[config.mk]
export PLATFORM = sky130hd
export DESIGN_NAME = double_sha256_header_hash
export DESIGN_NICKNAME = d
export VERILOG_FILES = /design/src/design/sha256d_pkg.sv /design/src/design/sha256d_ctrl.sv /design/src/design/sha256d_dp.sv /design/src/design/double_sha256_header_hash.sv
export VERILOG_INCLUDE_DIRS = /design/src /design/src/design
export SDC_FILE = /design/constraint.sdc
export NUM_CORES = 2
export LEC_CHECK = 0
export BUFFER_PORTS_ARGS = -buffer_cell sky130_fd_sc_hd__buf_2
export CAP_MARGIN = 20
export CORE_ASPECT_RATIO = 0.5
export CORE_MARGIN = 2
export CORE_UTILIZATION = 40
export CTS_CLUSTER_DIAMETER = 50
export DETAILED_ROUTE_END_ITERATION = 10
export GPL_TIMING_DRIVEN = 1
export RECOVER_POWER = 100
export SYNTH_ARGS = -nofsm -noshare
export SYNTH_HDL_FRONTEND = slang
export SYNTH_SLANG_ARGS = --single-unit
[constraint.sdc]
create_clock -name clk -period 29.9 [get_ports clk]
set_input_delay 2.99 -clock clk [delete_from_list [all_inputs] [get_ports clk]]
set_output_delay 2.99 -clock clk [all_outputs]
set_load 0.05 [all_outputs]
[src/design/assert_macros.svh]
// Assertion macros used by the top-level design file.
`ifndef ASSERT_MACROS_SVH
`define ASSERT_MACROS_SVH

// Checks that ante implies cons in the next cycle.
`define ASSERT_NEXT(label, clk, rst, ante, cons, msg) \
  label: assert property (@(posedge clk) disable iff (rst) (ante) |=> (cons)) \
    else $error(msg);

// Checks that ante implies cons in the same cycle.
`define ASSERT_SAME(label, clk, rst, ante, cons, msg) \
  label: assert property (@(posedge clk) disable iff (rst) (ante) |-> (cons)) \
    else $error(msg);

`endif

[src/design/sha256d_pkg.sv]
// ---------------------------------------------------------------------------
// sha256d_pkg: shared types and constants
// Round constants, initial hash value and controller types.
// ---------------------------------------------------------------------------
`timescale 1ns / 1ps
`default_nettype none
package sha256d_pkg;

  localparam int unsigned HdrWords = 20;
  localparam logic [31:0] FirstLenBits = 32'd640;
  localparam logic [31:0] SecondLenBits = 32'd256;
  localparam logic [31:0] PadWord = 32'h8000_0000;

  typedef enum logic [2:0] {
    ST_IDLE,
    ST_LOAD,
    ST_ROUND,
    ST_ADD,
    ST_OUT
  } state_t;

  typedef struct packed {
    logic       load_block;
    logic [1:0] phase;
    logic       init_chain;
    logic       do_round;
    logic [5:0] round;
    logic       add_chain;
    logic       save_first;
  } dp_cmd_t;

  function automatic logic [31:0] round_k(input logic [5:0] i);
    logic [31:0] k [64];
    k = '{
      32'h428a2f98, 32'h71374491, 32'hb5c0fbcf, 32'he9b5dba5, 32'h3956c25b, 32'h59f111f1,
      32'h923f82a4, 32'hab1c5ed5, 32'hd807aa98, 32'h12835b01, 32'h243185be, 32'h550c7dc3,
      32'h72be5d74, 32'h80deb1fe, 32'h9bdc06a7, 32'hc19bf174, 32'he49b69c1, 32'hefbe4786,
      32'h0fc19dc6, 32'h240ca1cc, 32'h2de92c6f, 32'h4a7484aa, 32'h5cb0a9dc, 32'h76f988da,
      32'h983e5152, 32'ha831c66d, 32'hb00327c8, 32'hbf597fc7, 32'hc6e00bf3, 32'hd5a79147,
      32'h06ca6351, 32'h14292967, 32'h27b70a85, 32'h2e1b2138, 32'h4d2c6dfc, 32'h53380d13,
      32'h650a7354, 32'h766a0abb, 32'h81c2c92e, 32'h92722c85, 32'ha2bfe8a1, 32'ha81a664b,
      32'hc24b8b70, 32'hc76c51a3, 32'hd192e819, 32'hd6990624, 32'hf40e3585, 32'h106aa070,
      32'h19a4c116, 32'h1e376c08, 32'h2748774c, 32'h34b0bcb5, 32'h391c0cb3, 32'h4ed8aa4a,
      32'h5b9cca4f, 32'h682e6ff3, 32'h748f82ee, 32'h78a5636f, 32'h84c87814, 32'h8cc70208,
      32'h90befffa, 32'ha4506ceb, 32'hbef9a3f7, 32'hc67178f2
    };
    return k[i];
  endfunction

  function automatic logic [31:0] init_h(input logic [2:0] i);
    logic [31:0] h [8];
    h = '{32'h6a09e667, 32'hbb67ae85, 32'h3c6ef372, 32'ha54ff53a,
          32'h510e527f, 32'h9b05688c, 32'h1f83d9ab, 32'h5be0cd19};
    return h[i];
  endfunction

endpackage
`default_nettype wire

[src/design/sha256d_ctrl.sv]
// ---------------------------------------------------------------------------
// sha256d_ctrl: sequencing controller
// Counts header words and steps the datapath through three compressions.
// ---------------------------------------------------------------------------
`timescale 1ns / 1ps
`default_nettype none
module sha256d_ctrl (
  input  wire logic                 clk,
  input  wire logic                 rst,
  input  wire logic                 start,
  output logic                      busy,
  output logic                      store_en,
  output logic [4:0]                store_idx,
  output sha256d_pkg::dp_cmd_t      cmd,
  output logic                      out_valid,
  output logic [2:0]                out_idx
);

  sha256d_pkg::state_t state, state_next;
  logic [4:0] words_received, words_received_next;
  logic [5:0] round_index, round_index_next;
  logic [1:0] block_phase, block_phase_next;
  logic [2:0] out_count, out_count_next;

  always_ff @(posedge clk) begin
    if (rst) begin
      state <= sha256d_pkg::ST_IDLE;
      words_received <= '0;
      round_index <= '0;
      block_phase <= '0;
      out_count <= '0;
    end else begin
      state <= state_next;
      words_received <= words_received_next;
      round_index <= round_index_next;
      block_phase <= block_phase_next;
      out_count <= out_count_next;
    end
  end

  always_comb begin
    state_next = state;
    words_received_next = words_received;
    round_index_next = round_index;
    block_phase_next = block_phase;
    out_count_next = out_count;
    busy = 1'b1;
    store_en = 1'b0;
    store_idx = words_received;
    cmd = '0;
    cmd.phase = block_phase;
    cmd.round = round_index;
    out_valid = 1'b0;
    out_idx = out_count;
    unique case (state)
      sha256d_pkg::ST_IDLE: begin
        busy = 1'b0;
        if (start) begin
          store_en = 1'b1;
          if (words_received == 5'(sha256d_pkg::HdrWords - 1)) begin
            words_received_next = '0;
            block_phase_next = '0;
            state_next = sha256d_pkg::ST_LOAD;
          end else begin
            words_received_next = words_received + 5'd1;
          end
        end
      end
      sha256d_pkg::ST_LOAD: begin
        cmd.load_block = 1'b1;
        cmd.init_chain = (block_phase != 2'd1);
        round_index_next = '0;
        state_next = sha256d_pkg::ST_ROUND;
      end
      sha256d_pkg::ST_ROUND: begin
        cmd.do_round = 1'b1;
        round_index_next = round_index + 6'd1;
        if (round_index == 6'd63) begin
          state_next = sha256d_pkg::ST_ADD;
        end
      end
      sha256d_pkg::ST_ADD: begin
        cmd.add_chain = 1'b1;
        cmd.save_first = (block_phase == 2'd1);
        if (block_phase == 2'd2) begin
          block_phase_next = '0;
          out_count_next = '0;
          state_next = sha256d_pkg::ST_OUT;
        end else begin
          block_phase_next = block_phase + 2'd1;
          state_next = sha256d_pkg::ST_LOAD;
        end
      end
      sha256d_pkg::ST_OUT: begin
        out_valid = 1'b1;
        out_count_next = out_count + 3'd1;
        if (out_count == 3'd7) begin
          state_next = sha256d_pkg::ST_IDLE;
        end
      end
      default: state_next = sha256d_pkg::ST_IDLE;
    endcase
  end

endmodule
`default_nettype wire

[src/design/sha256d_dp.sv]
// ---------------------------------------------------------------------------
// sha256d_dp: hash datapath
// Header store, message schedule window, working variables and chain value.
// ---------------------------------------------------------------------------
`timescale 1ns / 1ps
`default_nettype none
module sha256d_dp (
  input  wire logic                 clk,
  input  wire logic                 store_en,
  input  wire logic [4:0]           store_idx,
  input  wire logic [31:0]          header_word,
  input  wire sha256d_pkg::dp_cmd_t cmd,
  input  wire logic [2:0]           out_idx,
  output logic [31:0]               digest_word
);

  logic [31:0] header_store [20];
  logic [31:0] schedule_window [16];
  logic [31:0] working_vars [8];
  logic [31:0] chain_value [8];
  logic [31:0] first_digest [8];
  logic [31:0] blk [16];
  logic [31:0] w15, w2, sg0, sg1, w_new, w_cur;
  logic [31:0] s1, ch, t1, s0, maj, t2;
  logic [31:0] chain_src [8];
  logic [31:0] sel;

  always_comb begin
    for (int i = 0; i < 16; i++) begin
      blk[i] = '0;
    end
    unique case (cmd.phase)
      2'd0: begin
        for (int i = 0; i < 16; i++) begin
          blk[i] = header_store[i];
        end
      end
      2'd1: begin
        for (int i = 0; i < 4; i++) begin
          blk[i] = header_store[16 + i];
        end
        blk[4] = sha256d_pkg::PadWord;
        blk[15] = sha256d_pkg::FirstLenBits;
      end
      default: begin
        for (int i = 0; i < 8; i++) begin
          blk[i] = first_digest[i];
        end
        blk[8] = sha256d_pkg::PadWord;
        blk[15] = sha256d_pkg::SecondLenBits;
      end
    endcase
    for (int i = 0; i < 8; i++) begin
      chain_src[i] = cmd.init_chain ? sha256d_pkg::init_h(3'(i)) : chain_value[i];
    end
  end

  // The window shifts every round, so the oldest word is always at index 0.
  always_comb begin
    w15 = schedule_window[1];
    w2 = schedule_window[14];
    sg0 = {w15[6:0], w15[31:7]} ^ {w15[17:0], w15[31:18]} ^ (w15 >> 3);
    sg1 = {w2[16:0], w2[31:17]} ^ {w2[18:0], w2[31:19]} ^ (w2 >> 10);
    w_new = schedule_window[0] + sg0 + schedule_window[9] + sg1;
    w_cur = (cmd.round < 6'd16) ? schedule_window[0] : w_new;
    s1 = {working_vars[4][5:0], working_vars[4][31:6]}
       ^ {working_vars[4][10:0], working_vars[4][31:11]}
       ^ {working_vars[4][24:0], working_vars[4][31:25]};
    ch = (working_vars[4] & working_vars[5]) ^ (~working_vars[4] & working_vars[6]);
    t1 = working_vars[7] + s1 + ch + sha256d_pkg::round_k(cmd.round) + w_cur;
    s0 = {working_vars[0][1:0], working_vars[0][31:2]}
       ^ {working_vars[0][12:0], working_vars[0][31:13]}
       ^ {working_vars[0][21:0], working_vars[0][31:22]};
    maj = (working_vars[0] & working_vars[1]) ^ (working_vars[0] & working_vars[2])
        ^ (working_vars[1] & working_vars[2]);
    t2 = s0 + maj;
  end

  always_ff @(posedge clk) begin
    if (store_en) begin
      header_store[store_idx] <= header_word;
    end
    if (cmd.load_block) begin
      for (int i = 0; i < 16; i++) begin
        schedule_window[i] <= blk[i];
      end
      for (int i = 0; i < 8; i++) begin
        chain_value[i] <= chain_src[i];
        working_vars[i] <= chain_src[i];
      end
    end
    if (cmd.do_round) begin
      for (int i = 0; i < 15; i++) begin
        schedule_window[i] <= schedule_window[i + 1];
      end
      schedule_window[15] <= w_cur;
      for (int i = 1; i < 8; i++) begin
        working_vars[i] <= working_vars[i - 1];
      end
      working_vars[4] <= working_vars[3] + t1;
      working_vars[0] <= t1 + t2;
    end
    if (cmd.add_chain) begin
      for (int i = 0; i < 8; i++) begin
        chain_value[i] <= chain_value[i] + working_vars[i];
      end
    end
    if (cmd.save_first) begin
      for (int i = 0; i < 8; i++) begin
        first_digest[i] <= chain_value[i] + working_vars[i];
      end
    end
  end

  always_comb begin
    sel = chain_value[3'd7 - out_idx];
    digest_word = {sel[7:0], sel[15:8], sel[23:16], sel[31:24]};
  end

endmodule
`default_nettype wire

[src/design/double_sha256_header_hash.sv]
// ---------------------------------------------------------------------------
// double_sha256_header_hash: double SHA-256 of an 80-byte block header
// Collects 20 header words, hashes twice and returns 8 byte-reversed words.
// ---------------------------------------------------------------------------
// Header words 1 to 19 are each stored with no result. After the twentieth
// word, three compressions run at one round per cycle, then the 8 digest
// words follow back to back. Busy stays high until the last result.
// Synchronous reset returns the block to idle with the word count at zero.
`timescale 1ns / 1ps
`default_nettype none
`include "assert_macros.svh"
module double_sha256_header_hash (
  input  wire logic        clk,
  input  wire logic        rst,
  input  wire logic        start,
  output logic             busy,
  input  wire logic [31:0] header_word,
  output logic             strobe,
  output logic [31:0]      digest_word,
  output logic             last_word
);

  sha256d_pkg::dp_cmd_t cmd;
  logic       store_en;
  logic [4:0] store_idx;
  logic [2:0] out_idx;

  sha256d_ctrl u_ctrl (
    .clk(clk), .rst(rst), .start(start), .busy(busy),
    .store_en(store_en), .store_idx(store_idx), .cmd(cmd),
    .out_valid(strobe), .out_idx(out_idx)
  );

  sha256d_dp u_dp (
    .clk(clk), .store_en(store_en), .store_idx(store_idx),
    .header_word(header_word), .cmd(cmd), .out_idx(out_idx),
    .digest_word(digest_word)
  );

  assign last_word = strobe && (out_idx == 3'd7);

  `ASSERT_SAME(a_no_store_busy, clk, rst, busy, !store_en, "header stored while busy")
  `ASSERT_SAME(a_strobe_busy, clk, rst, strobe, busy, "result while idle")
  `ASSERT_NEXT(a_last_ends, clk, rst, last_word, !strobe && !busy, "run did not end")

endmodule
`default_nettype wire
After elaboration in Yosys (flattened, before gate mapping)
Memory sizes are Yosys's and may differ from the RTL's.
Index checks and enable logic that the tools add are counted.
W data, S select, Z words.
{ "totals": {"reg_bits": 19, "latchBits": 0, "ramBits": 1920, "mem_bits_ro": 2048, "input_bits": 35, "output_inout_bits": 35, "wordCells": 192, "n_memories": 6} }
{ "classes": {"addsub": 23, "mul": 0, "n_div": 0, "magnitude_cmp": 2, "n_eq_ne": 15, "shift": 0, "muxes": 80, "bitwise_logic": 51, "n_reduce_logical": 10} }
{ "memory_table": {"columns": ["memory", "depth", "width", "rd", "rd_ports_with_merged_regs", "wr", "line_no", "text"], "rows": [
  ["(name not given)", 64, 32, 1, 0, 0, "sha256d_pkg.sv:47", "return k[i];"],
  ["u_dp.header_store", 20, 32, 20, 0, 1, "sha256d_dp.sv:17", "logic [31:0] header_store [20];"],
  ["u_dp.schedule_window", 16, 32, 16, 0, 16, "sha256d_dp.sv:18", "logic [31:0] schedule_window [16];"],
  ["u_dp.chain_value", 8, 32, 9, 0, 8, "sha256d_dp.sv:20", "logic [31:0] chain_value [8];"],
  ["u_dp.first_digest", 8, 32, 8, 0, 8, "sha256d_dp.sv:21", "logic [31:0] first_digest [8];"],
  ["u_dp.working_vars", 8, 32, 8, 0, 8, "sha256d_dp.sv:19", "logic [31:0] working_vars [8];"]
]} }
{ "ops": {"columns": ["op", "n"], "rows": [
  ["$mux W32", 44],
  ["$add A32 B32 Y32", 18],
  ["$pmux W160 S2", 1],
  ["$xor A32 B32 Y32", 9],
  ["$pmux W128 S2", 1],
  ["$mux W192", 1],
  ["$and A32 B32 Y32", 5],
  ["$pmux W32 S2", 1],
  ["$or A1 B1 Y1", 33],
  ["$not A32 Y32", 1],
  ["$xor A32 B22 Y32", 1],
  ["$xor A32 B29 Y32", 1],
  ["$mux W3", 6],
  ["$mux W1", 17],
  ["$pmux W3 S5", 1],
  ["$pmux W6 S2", 1],
  ["$mux W2", 4],
  ["$ne A2 B1 Y1 const B", 4],
  ["$ge A7 B7 Y1 const B", 1],
  ["$not A6 Y7", 1],
  ["$add A6 B1 Y6 const B", 1],
  ["$eq A3 B2 Y1 const B", 2],
  ["$eq A3 B3 Y1 const B", 2],
  ["$eq A6 B6 Y1 const B", 1],
  ["20 further kinds", 24]
]} }

Depth between registers and ports, before layout
{ "logic_depth": {"ltp_word": 9, "mapped_depth": 42, "mapped_depth_nobuf": 41} }

Modules after synthesis
Synthesis repeated with hierarchy kept, for this count alone.
{ "unflattened": {"hier_cells": 9180, "hier_area_um2": 105255.9} }
{ "modules_own_cells": {"columns": ["module", "n_inst", "cells_each", "area_per_inst_um2", "seq_area_each_um2"], "rows": [
  ["sha256d_dp", 1, 9063, 104263.7, 57655.3],
  ["sha256d_ctrl", 1, 116, 983.4, 380.4],
  ["double_sha256_header_hash", 1, 1, 8.8, 0.0]
]} }

Worst setup path before layout
OpenSTA, ideal clock, no wires.
{ "synth_path": {"path_kind": "register to register", "start": "register u_ctrl.state[2]", "end": "memory u_dp.schedule_window[0][0] (enable)", "setup_time_ps": 1106, "arrival_time_ps": 27784, "t_required_ps": 28794, "slack_ps": 1010, "stages_incl_launch_ff": 7, "path_buffers": 2, "synth_period_minus_slack_ps": 28890, "path_cell_list": "dfxtp_1 > nor2b_1 > nor2b_1 > clkbuf_1 > clkbuf_1 > nor2_1 > inv_1"} }
{ "synth_lines": {"columns": ["element", "line_no", "text"], "rows": [
  ["start, declared", "sha256d_ctrl.sv:19", "sha256d_pkg::state_t state, state_next;"],
  ["start signal, assigned", "sha256d_ctrl.sv:27", "state <= sha256d_pkg::ST_IDLE;"],
  ["start signal, assigned", "sha256d_ctrl.sv:33", "state <= state_next;"],
  ["end, declared", "sha256d_dp.sv:18", null]
]} }

==> out/qor_table.md <==
| Parameter | Value | Unit |
|:---|:---|:---|
| Outcome | finished with violations | - |
| Failing checks | max-capacitance violations, max-slew violations | - |
| Req. time, crit path | 30.43 | ns |
| Worst Path Class, Setup | flop to flop | - |
| Final weighted congestion in routability-driven placement | 0.985 | - |
| Endpoint with the worst hold slack | u_dp.schedule_window[14][16] | - |
| VDD IR max | 0.136 | mV |
| Kind of launch point of the worst setup path | flop | - |
| Number of nets in the final layout | 9698 | - |
| Number of H-tree branching levels | 4 | - |
| Reported max-cap violation count | 118 | - |
| Net count after synthesis | 9792 | - |
| Share of final-layout standard cells stronger than drive strength 1 | 5.68 | % |
| Layout fillers | 24.1k | - |
| Flip-flop cell with the highest count after synthesis | sky130_fd_sc_hd__edfxtp_1 | - |
| Number of buffers created by CTS | 201 | - |
| Unrepaired setup endpoints after global routing | no | - |
| Number of remaining DRC errors | 0 | - |
| Period utilization | 56.4 | % |
| Routed Antenna Nets | 0 | - |
| Detailed-route via count | 76.7k | - |
| Final Hold Slack | 0.436 | ns |
| Cell area after technology mapping | 0.104 | mm2 |
| Number of register bits inferred by synthesis | 1939 | - |
| Synth top cells by count | sky130_fd_sc_hd__edfxtp_1 (1920), sky130_fd_sc_hd__nand2_1 (981), sky130_fd_sc_hd__nor2_1 (895), sky130_fd_sc_hd__a21oi_1 (630), sky130_fd_sc_hd__o21ai_0 (552) | - |
| Post-route clock skew | 0.0974 | ns |
| Quantity of gates resized following cts | 0 | - |
| Core ar. | 0.259 | mm2 |
| Initial Utilization | 40.3 | % |
| Maximum clock insertion buffer count | 4 | - |
| Power density normalized to cell area | 102 | mW/mm2 |
| Final Hold Viols | 0 | - |
| Register Area | 0.0581 | mm2 |
| Grt total ovfl | 0 | - |
| Initial drt markers | 11.4k | - |
| Clock-pin slew on the worst setup and hold paths | 0.07 | ns |
| Port buffer count | 69 | - |
| Worst Path Arrival | 17.39 | ns |
| Min-Delay Path Depth | 2 | - |
| Final Total Pwr | 11.7 | mW |
| Launch point of the worst reg-to-reg path | u_ctrl.state[0] | - |
| Number of search-and-repair iterations in the first detailed-routing pass | 6 | - |
| Root buffer cell | sky130_fd_sc_hd__clkbuf_16 | - |
| Latest clock arrival within the worst-skew pair | 0.89 | ns |
| Post-DR wirelength/cell | 30.2 | um |
| Synth top area cells | sky130_fd_sc_hd__edfxtp_1 (55%), sky130_fd_sc_hd__ha_1 (4.7%), sky130_fd_sc_hd__fa_1 (3.7%), sky130_fd_sc_hd__nand2_1 (3.5%), sky130_fd_sc_hd__xnor2_1 (3.3%) | - |
| Worst-margin pin slew | 9.26 | ns |
| Dominant cell type by area after synthesis | sky130_fd_sc_hd__edfxtp_1 | - |
| Die H | 365 | um |
| Mean Syn Cell Area | 11.4 | um2 |
| Die X-Extent | 727 | um |
| Full die area | 0.266 | mm2 |
| Total of warnings raised by yosys | 0 | - |
| Hold Path Origin | u_dp.schedule_window[15][16] | - |
| Async S/R FF share, synth | 0 | % |
| Path category of the worst min-delay check | flop to flop | - |
| Synthesis-to-layout area growth | 9.58 | % |
| Sink count of the clock tree | 1939 | - |
| Area taken by multi-input logic gates | 0.0431 | mm2 |
| Pin count of the biggest net entering global routing | 182 | - |
| Time the final worst path needs with I/O delays and setup | 16.86 | ns |
| Number of setup violations in the final report | 0 | - |
| Total global-route track usage | 28.1 | % |
| Vias in the first global route | 69.9k | - |
| Library cell with the highest instance count after synthesis | sky130_fd_sc_hd__edfxtp_1 | - |
| Number of ports placed on the die boundary | 70 | - |
| TritonCTS clock tree | done | - |
| Post-CTS Hold Buffers | 0 | - |
| Worst reg2reg setup slack | 13.04 | ns |
| Number of antenna violations at the first check in global routing | 50 | - |
| Number of distinct library cells after synthesis | 80 | - |
| Final sum of negative setup slack | 0 | ns |
| Number of standard cells after synthesis | 9166 | - |
| Timing-limited maximum frequency | 0.0593 | GHz |
| Capturing element type of the critical path | flop | - |
| Critical register-to-register path endpoint | u_dp.chain_value[2][24] | - |
| Proportion of synthesized chip area in sequential cells | 55.5 | % |
| Highest fanout seen on the critical path | 138 | - |
| Depth of the worst register-to-register path | 9 | - |
| Worst slew margin relative to its limit | -518 | % |
| Number of synthesized flops with an enable pin | 1920 | - |
| Detail-routed via count per cell | 6.03 | - |
| Static leakage | 41.0 | nW |
| Share of Yosys cell area claimed by the top area cell type | 55.2 | % |
| Placement row count | 132 | - |
| Drt total wl | 384000 | um |
| Global-route wire length before repair | 533000 | um |
| Post-DP HPWL | 272000 | um |
| Final Max Slew Viols | 4831 | - |
| Number of setup buffers added after CTS | 0 | - |
## final cells by class
class                           count  share of cell area [%]
Antenna cell                       15                  0.0328
Tap cell                         3484                    3.81
Timing Repair Buffer              232                    1.06
Inverter                          390                    1.28
Sequential cell                  1939                    50.7
Multi-Input combinational cell   6308                    37.6
Clock inverter                    113                   0.859
Clock buffer                      242                    4.62
## per-stage QoR
stage / util, % / setup WS, ns / area [um2] / instances
finish: 44.2 / 13.04 / 115000 / 12723
detailed placement: 41.9 / 18.98 / 109000 / 12340
floorplan: - / 1.01 / 104000 / 9166
CTS: 44.4 / 18.92 / 115000 / 12695
global route: 44.2 / 12.95 / 114000 / 12716
global placement: 41.9 / 18.99 / 109000 / 12337
## per-layer routing
| metal | up-vias | track usage (%) | routed length (um) |
|---|---|---|---|
| li1 | 33302 | - | - |
| met1 | 38426 | 42.1 | 166000 |
| met2 | 4422 | 38.6 | 153000 |
| met3 | 514 | 9.03 | 53100 |
| met4 | 20 | 7.83 | 11500 |
| met5 | - | 0 | 133 |
## report_power, final
group / internal (mW) / total [mW] / switching (mW)
sequential: 3.24 / 3.36 / 0.125
combinational: 2.22 / 5.86 / 3.64
clock: 1.37 / 2.50 / 1.13
total: 6.83 / 11.7 / 4.90
## logic make-up (layout without fill, tap and decap cells)
logic type | count (synthesis) | count (layout) | share of synthesized area (%)
AO/OA/AOI/OAI | 2142 | 2142 | 13.0
XOR/XNOR | 587 | 587 | 4.95
adder cells (fa/ha/maj) | 610 | 610 | 8.66
buffers and inverters | 919 | 977 | 3.30
flip-flops | 1939 | 1939 | 55.5
multiplexers | 274 | 274 | 3.51
other | 0 | 15 | 0
AND/OR/NAND/NOR | 2695 | 2695 | 11.1
## critical path, stage by stage, from the launching register on
cell and delay (ns):
sky130_fd_sc_hd__dfxtp_1 0.41, sky130_fd_sc_hd__nor2b_1 0.21, sky130_fd_sc_hd__clkbuf_1 2.57, sky130_fd_sc_hd__nand2b_1 3.18, sky130_fd_sc_hd__nor2_1 0.56, sky130_fd_sc_hd__clkbuf_1 6.29, sky130_fd_sc_hd__nor2_1 2.13, sky130_fd_sc_hd__clkbuf_1 0.77
sky130_fd_sc_hd__nand2_1 0.22, sky130_fd_sc_hd__o31ai_1 0.09
## flip-flops by register name, indices dropped and copies added, names as in the netlist
name                  count
u_dp.header_store       640
u_dp.schedule_window    512
u_dp.chain_value        256
u_dp.first_digest       256
u_dp.working_vars       256
u_ctrl.round_index        6
u_ctrl.store_idx          5
u_ctrl.out_idx            3
u_ctrl.state              3
u_ctrl.block_phase        2
## cells in the final DEF, fill, tap and decap left out, types with 32 or more instances in the layout
cell type	netlist	routed
sky130_fd_sc_hd__edfxtp_1	1920	1920
sky130_fd_sc_hd__nand2_1	981	980
sky130_fd_sc_hd__nor2_1	895	878
sky130_fd_sc_hd__a21oi_1	630	630
sky130_fd_sc_hd__o21ai_0	552	559
sky130_fd_sc_hd__xnor2_1	399	399
sky130_fd_sc_hd__ha_1	396	396
sky130_fd_sc_hd__inv_1	387	386
sky130_fd_sc_hd__nand3_1	377	377
sky130_fd_sc_hd__clkbuf_16	0	205
sky130_fd_sc_hd__a21o_1	204	204
sky130_fd_sc_hd__fa_1	195	195
sky130_fd_sc_hd__clkbuf_1	447	187
sky130_fd_sc_hd__xor2_1	186	186
sky130_fd_sc_hd__mux2i_1	166	166
sky130_fd_sc_hd__nor3_1	146	146
sky130_fd_sc_hd__a221oi_1	135	136
sky130_fd_sc_hd__o21a_1	79	79
sky130_fd_sc_hd__o22a_1	79	79
sky130_fd_sc_hd__nand2b_1	75	75
sky130_fd_sc_hd__mux4_2	70	70
sky130_fd_sc_hd__a22o_1	68	68
sky130_fd_sc_hd__buf_4	0	60
sky130_fd_sc_hd__o21bai_1	56	56
sky130_fd_sc_hd__a31oi_1	51	51
sky130_fd_sc_hd__nor2b_1	46	45
sky130_fd_sc_hd__and3_1	44	44
sky130_fd_sc_hd__clkinv_1	3	38
sky130_fd_sc_hd__a211oi_1	36	37
sky130_fd_sc_hd__mux2_2	38	35
sky130_fd_sc_hd__clkinv_2	0	32
## worst max path at each step
stage	cells past startpoint	start	endpoint	slack [ns]
detailed placement	35	u_ctrl.round_index[1]	u_dp.working_vars[0][31]	18.98
global placement	35	u_ctrl.round_index[1]	u_dp.working_vars[0][31]	18.99
CTS	35	u_ctrl.round_index[1]	u_dp.working_vars[0][31]	18.92
finish	9	u_ctrl.state[0]	u_dp.chain_value[2][24]	13.04
floorplan	6	u_ctrl.state[2]	u_dp.schedule_window[0][0]	1.01
global route	9	u_ctrl.state[0]	u_dp.chain_value[2][24]	12.95
Note: power is estimated with default switching activity, not from simulation.
